File: src/rtl/lfcas_pkg.sv
`default_nettype none

package lfcas_pkg;

  localparam int TIME_W     = 48;
  localparam int ADD_W      = 57;
  localparam int UNITS_W    = 13;
  localparam int MSG_W      = 14;
  localparam int Q_W        = 16;
  localparam int UB_W       = 11;
  localparam int DVD_W      = 13;
  localparam int TPB_W      = 32;
  localparam int FRAC_W     = 16;
  localparam int HDR_W      = 4;
  localparam int LAT_W      = 16;
  localparam int CFG_IDX_W  = 3;
  localparam int CFG_DATA_W = 32;
  localparam int CNT_W      = 6;
  localparam int MASK_W     = 4;
  localparam int MUL1_STEPS = UB_W;
  localparam int MUL2_STEPS = TPB_W;

  localparam logic [TIME_W-1:0]  TIME_MAX       = {TIME_W{1'b1}};
  localparam logic [UNITS_W-1:0] UNITS_MAX      = {UNITS_W{1'b1}};
  localparam logic [UB_W-1:0]    SLOT_MODE_FLIT = UB_W'(256);

  typedef enum logic [1:0] {
    OP_REQ_ARRIVE = 2'd0,
    OP_RSP_ARRIVE = 2'd1,
    OP_REQ_DEQ    = 2'd2,
    OP_RSP_DEQ    = 2'd3
  } opcode_t;

  typedef enum logic [2:0] {
    ST_OK        = 3'd0,
    ST_RETRY     = 3'd1,
    ST_REQ_FULL  = 3'd2,
    ST_RSP_FULL  = 3'd3,
    ST_EXCEEDS   = 3'd4,
    ST_SHORT     = 3'd5,
    ST_UNDERFLOW = 3'd6
  } status_t;

  typedef enum logic [CFG_IDX_W-1:0] {
    CFG_FLIT_BYTES   = 3'd0,
    CFG_TICKS_PER_B  = 3'd1,
    CFG_REQ_LATENCY  = 3'd2,
    CFG_RSP_LATENCY  = 3'd3,
    CFG_REQ_HDR      = 3'd4,
    CFG_RSP_HDR      = 3'd5,
    CFG_REQ_DEPTH    = 3'd6,
    CFG_RSP_DEPTH    = 3'd7
  } cfg_idx_t;

  typedef enum logic [10:0] {
    S_IDLE  = 11'b000_0000_0001,
    S_DIV   = 11'b000_0000_0010,
    S_UNITS = 11'b000_0000_0100,
    S_CHECK = 11'b000_0000_1000,
    S_MUL1  = 11'b000_0001_0000,
    S_MUL2  = 11'b000_0010_0000,
    S_ROUND = 11'b000_0100_0000,
    S_START = 11'b000_1000_0000,
    S_WAIT  = 11'b001_0000_0000,
    S_BUSY  = 11'b010_0000_0000,
    S_READY = 11'b100_0000_0000
  } state_t;

  typedef struct packed {
    logic [1:0]         opcode;
    logic [1:0]         port;
    logic [TIME_W-1:0]  arrival_time;
    logic [DVD_W-1:0]   size_bytes;
    logic               is_write;
    logic               needs_response;
    logic               response_will_carry_data;
    logic               carries_data;
    logic [UNITS_W-1:0] dequeue_units;
  } in_item_t;

  typedef struct packed {
    logic               accepted;
    logic [2:0]         status;
    logic [UNITS_W-1:0] units;
    logic [TIME_W-1:0]  ready_time;
    logic [TIME_W-1:0]  queue_wait;
    logic [TIME_W-1:0]  serialize_ticks;
    logic [MASK_W-1:0]  retry_mask;
  } out_item_t;

  typedef struct packed {
    logic [ADD_W-1:0] a;
    logic [ADD_W-1:0] b;
    logic             cin;
  } add_req_t;

endpackage

`default_nettype wire

File: src/rtl/lfcas_addsub.sv
`default_nettype none

module lfcas_addsub
  import lfcas_pkg::*;
(
  input  add_req_t         req,
  output logic [ADD_W:0]   sum
);

  assign sum = {1'b0, req.a} + {1'b0, req.b} + {{ADD_W{1'b0}}, req.cin};

endmodule

`default_nettype wire

File: config.mk
export PLATFORM = sky130hd
export DESIGN_NAME = lfcas_addsub
export DESIGN_NICKNAME = d
export VERILOG_FILES = /design/src/rtl/lfcas_pkg.sv /design/src/rtl/lfcas_addsub.sv
export SDC_FILE = /design/constraint.sdc
export NUM_CORES = 1
export LEC_CHECK = 0
export ABC_AREA = 1
export BUFFER_PORTS_ARGS = -buffer_cell sky130_fd_sc_hd__buf_4
export CAP_MARGIN = 20
export CORE_AREA = 4 4 164 102
export DETAILED_ROUTE_END_ITERATION = 8
export DIE_AREA = 0 0 168 106
export PLACE_DENSITY = 0.56
export SYNTH_ARGS = -nofsm -noshare
export SYNTH_HDL_FRONTEND = slang
export SYNTH_SLANG_ARGS = --single-unit
File: constraint.sdc
create_clock -name vclk -period 3.6
set_input_delay 0.18 -clock vclk [all_inputs]
set_output_delay 0.18 -clock vclk [all_outputs]
set_load 0.01 [all_outputs]
==> flow_metrics.py <==
metrics = {
    "status": {
        "status": "finished, final reports clean",
    },
    "layout": {
        "fin_nets": 1487,
        "final-seq-area_um2": 0,
        "instances_no_fill": 1515,
        "syn2layout_area_growth_pct": 29.6,
        "final_layout_size_suffix_gt1_share_pct": 15.0,
        "n_antenna_cell": 0,
        "seq_cells": 0,
        "n_clock_buffer": 0,
        "fill_cells": 1823,
    },
    "grt": {
        "grt_max_degree": 7,
        "track_usage_pct": 24.6,
        "antenna_found_initial": 0,
        "grt_pass1_wl_um": 34400,
        "grt_pass1_vias": 6265,
        "grt_overflow": 0,
    },
    "logic_synthesis": {
        "synthXorXnorAreaFrac_pct": 4.84,
        "synthAdderAreaFrac_pct": 14.1,
        "synth_cell_types": 26,
        "synth_nets": 1312,
        "synth_largest_area_cell": "nand2_1",
        "synth_cells": 1139,
        "synth.most_common_cell": "nand2_1",
        "synth.area.mux_share_pct": 0,
        "synthTopCellsByCount": "nand2_1 (509), inv_1 (290), nor2_1 (94)",
        "synth_compound_area_share_pct": 4.38,
        "synthTopCellsByArea": "nand2_1 (36%), inv_1 (21%), ha_1 (13%)",
        "synth-simple-area-share_pct": 55.6,
        "synth_top_area_share_pct": 36.4,
        "synth_top_family_by_area": "simple AND/OR/NAND/NOR gates",
        "netlist_area_mm2": 0.00525,
        "syn-mean-instance-area_um2": 4.61,
        "yosysSeqAreaShare_pct": 0,
        "synth_warnings": 0,
    },
    "detailed_routing": {
        "viasPerCell": 4.55,
        "wl_per_cell_um": 15.1,
        "drtIter0Drc": 541,
        "firstDrtPassIters": 5,
        "via_count": 6898,
        "antenna_left": 0,
        "wl_um": 22900,
        "drc": 0,
    },
    "critical_path": {
        "crit_slowest_cell": "fa_1",
        "path_cells": "buf_4 > inv_1 > fa_1 > fa_1 > inv_1 > nand2_1 > nand2_1 > nand3_1 > nand2_1 > nand2_1 > nand2_1 > a21oi_1 > xnor2_1 > buf_4",
        "worstSetupPathType": "in -> out",
        "path_depth": 14,
        "crit_family": "adder cells",
        "critPathBufInv": 4,
        "path_common_cell": "nand2_1",
        "cp.arrival_ns": 2.43,
        "required_ns": 3.42,
        "critPathMaxFanout": 4,
        "critPathMaxStageDelay_ns": 0.47,
        "cp-end-kind": "output port",
        "crit_path_start_kind": "input port",
    },
    "die": {
        "die_w_um": 168,
        "die_h_um": 106,
        "core-area_mm2": 0.0152,
        "die_area_mm2": 0.0178,
        "initial_core_util_pct": 34.6,
        "pin_count": 173,
        "num_rows": 35,
    },
    "placement": {
        "io_buffers": 173,
        "dp.cells": 1515,
        "gp_congestion": 1.04,
        "dp_hpwl_um": 21300,
    },
    "power_and_ir_drop": {
        "powerDensity_mw_per_mm2": 188,
        "leakage_uw": 0.00451,
        "irDropWorstVdd_uv": 91.5,
    },
    "sta": {
        "max_freq_mhz": 383,
        "maxSlewHeadroom_pct": 63.2,
        "period_needed_ns": 2.61,
        "finalHoldViolCount": 0,
        "setup_viol": 0,
        "rsz0062_at_grt": "false",
        "fin_crit_sh_pct": 72.6,
        "worstMarginPinSlew_ns": 0.552,
        "drv_slew": 0,
        "totalNegativeSetupSlack_ns": 0,
    },
    "cts": {
        "cts_resized": 0,
        "post_cts_buffers": 0,
        "cts_hold_buffers": 0,
    },
    "min_path": {
        "holdPathStages": 5,
        "hold_class": "in -> out",
    },
    "flow_run": {
        "drv_cap": 0,
    },
}
where the power goes:
part | total (uW) | internal [uW] | switching [uW] | leakage [uW]
Sequential | 0 | 0 | 0 | 0
Clock | 0 | 0 | 0 | 0
Combinational | 1280 | 514 | 767 | 0.00451
placed cells by master (no fill, tap or decap):
| cell | synthesis | final |
|---|---|---|
| nand3_2 | 2 | 2 |
| nand4_1 | 17 | 17 |
| nand3_1 | 52 | 52 |
| nor3_1 | 9 | 9 |
| fa_1 | 2 | 2 |
| buf_4 | 0 | 173 |
| nor3_4 | 2 | 2 |
| o211ai_1 | 1 | 1 |
| a21oi_1 | 32 | 32 |
| and2_1 | 12 | 12 |
| nor3_2 | 1 | 1 |
| nand2_1 | 509 | 509 |
| a21boi_0 | 1 | 1 |
| xnor2_1 | 5 | 5 |
| ha_1 | 56 | 56 |
| inv_2 | 5 | 5 |
| or2_2 | 2 | 2 |
| xor2_1 | 24 | 24 |
| o21ai_0 | 5 | 5 |
| o21bai_1 | 3 | 3 |
| inv_1 | 290 | 290 |
| nand2_2 | 3 | 3 |
| o31ai_1 | 1 | 1 |
| nand3b_1 | 2 | 2 |
| nor2_1 | 94 | 94 |
| nor2_4 | 1 | 1 |
| nor2_2 | 8 | 8 |
layer usage:
| layer | vias up | part of all wire (%) | track usage, % | wire length (um) |
|---|---|---|---|---|
| met1 | 2991 | 55 | 41.8 | 12600 |
| li1 | 3695 | - | - | - |
| met4 | 0 | 0 | 0 | 0 |
| met5 | - | 0 | 0 | 0 |
| met2 | 212 | 36 | 32.6 | 8260 |
| met3 | 0 | 8.9 | 4.20 | 2040 |
through the flow:
| stage | util, % | area [um2] | hold WS (ns) | worst slack, ns | power, uW |
|---|---|---|---|---|---|
| CTS | 44.8 | 6810 | 0.845 | 1.03 | 1270 |
| global route | 44.8 | 6810 | 0.879 | 0.821 | 1410 |
| finish | 44.8 | 6810 | 0.836 | 0.986 | 1280 |
| global placement | 44.8 | 6810 | 0.838 | 1.07 | 1270 |
| detailed placement | 44.8 | 6810 | 0.845 | 1.04 | 1260 |
| floorplan | - | 5250 | 0.606 | 1.52 | 704 |
logic make-up after synthesis:
group	count (synthesis)
fa+ha+maj	58
compound gates	43
xor+xnor	29
simple gates	714
buf+inv	295
path summary, 6_finish.rpt:
path	from	to	slack, ns
hold / removal	req[58]	sum[0]	0.84
setup / recovery	req[0]	sum[32]	0.99
area by class of cell:
cell class,count,area [um2],area share [%]
timing repair buffer,173,1300,19.1
inverter,295,1110,16.3
multi-input combinational,844,4150,60.9
tap,203,254,3.73
Power figures use the tool's default switching activity.
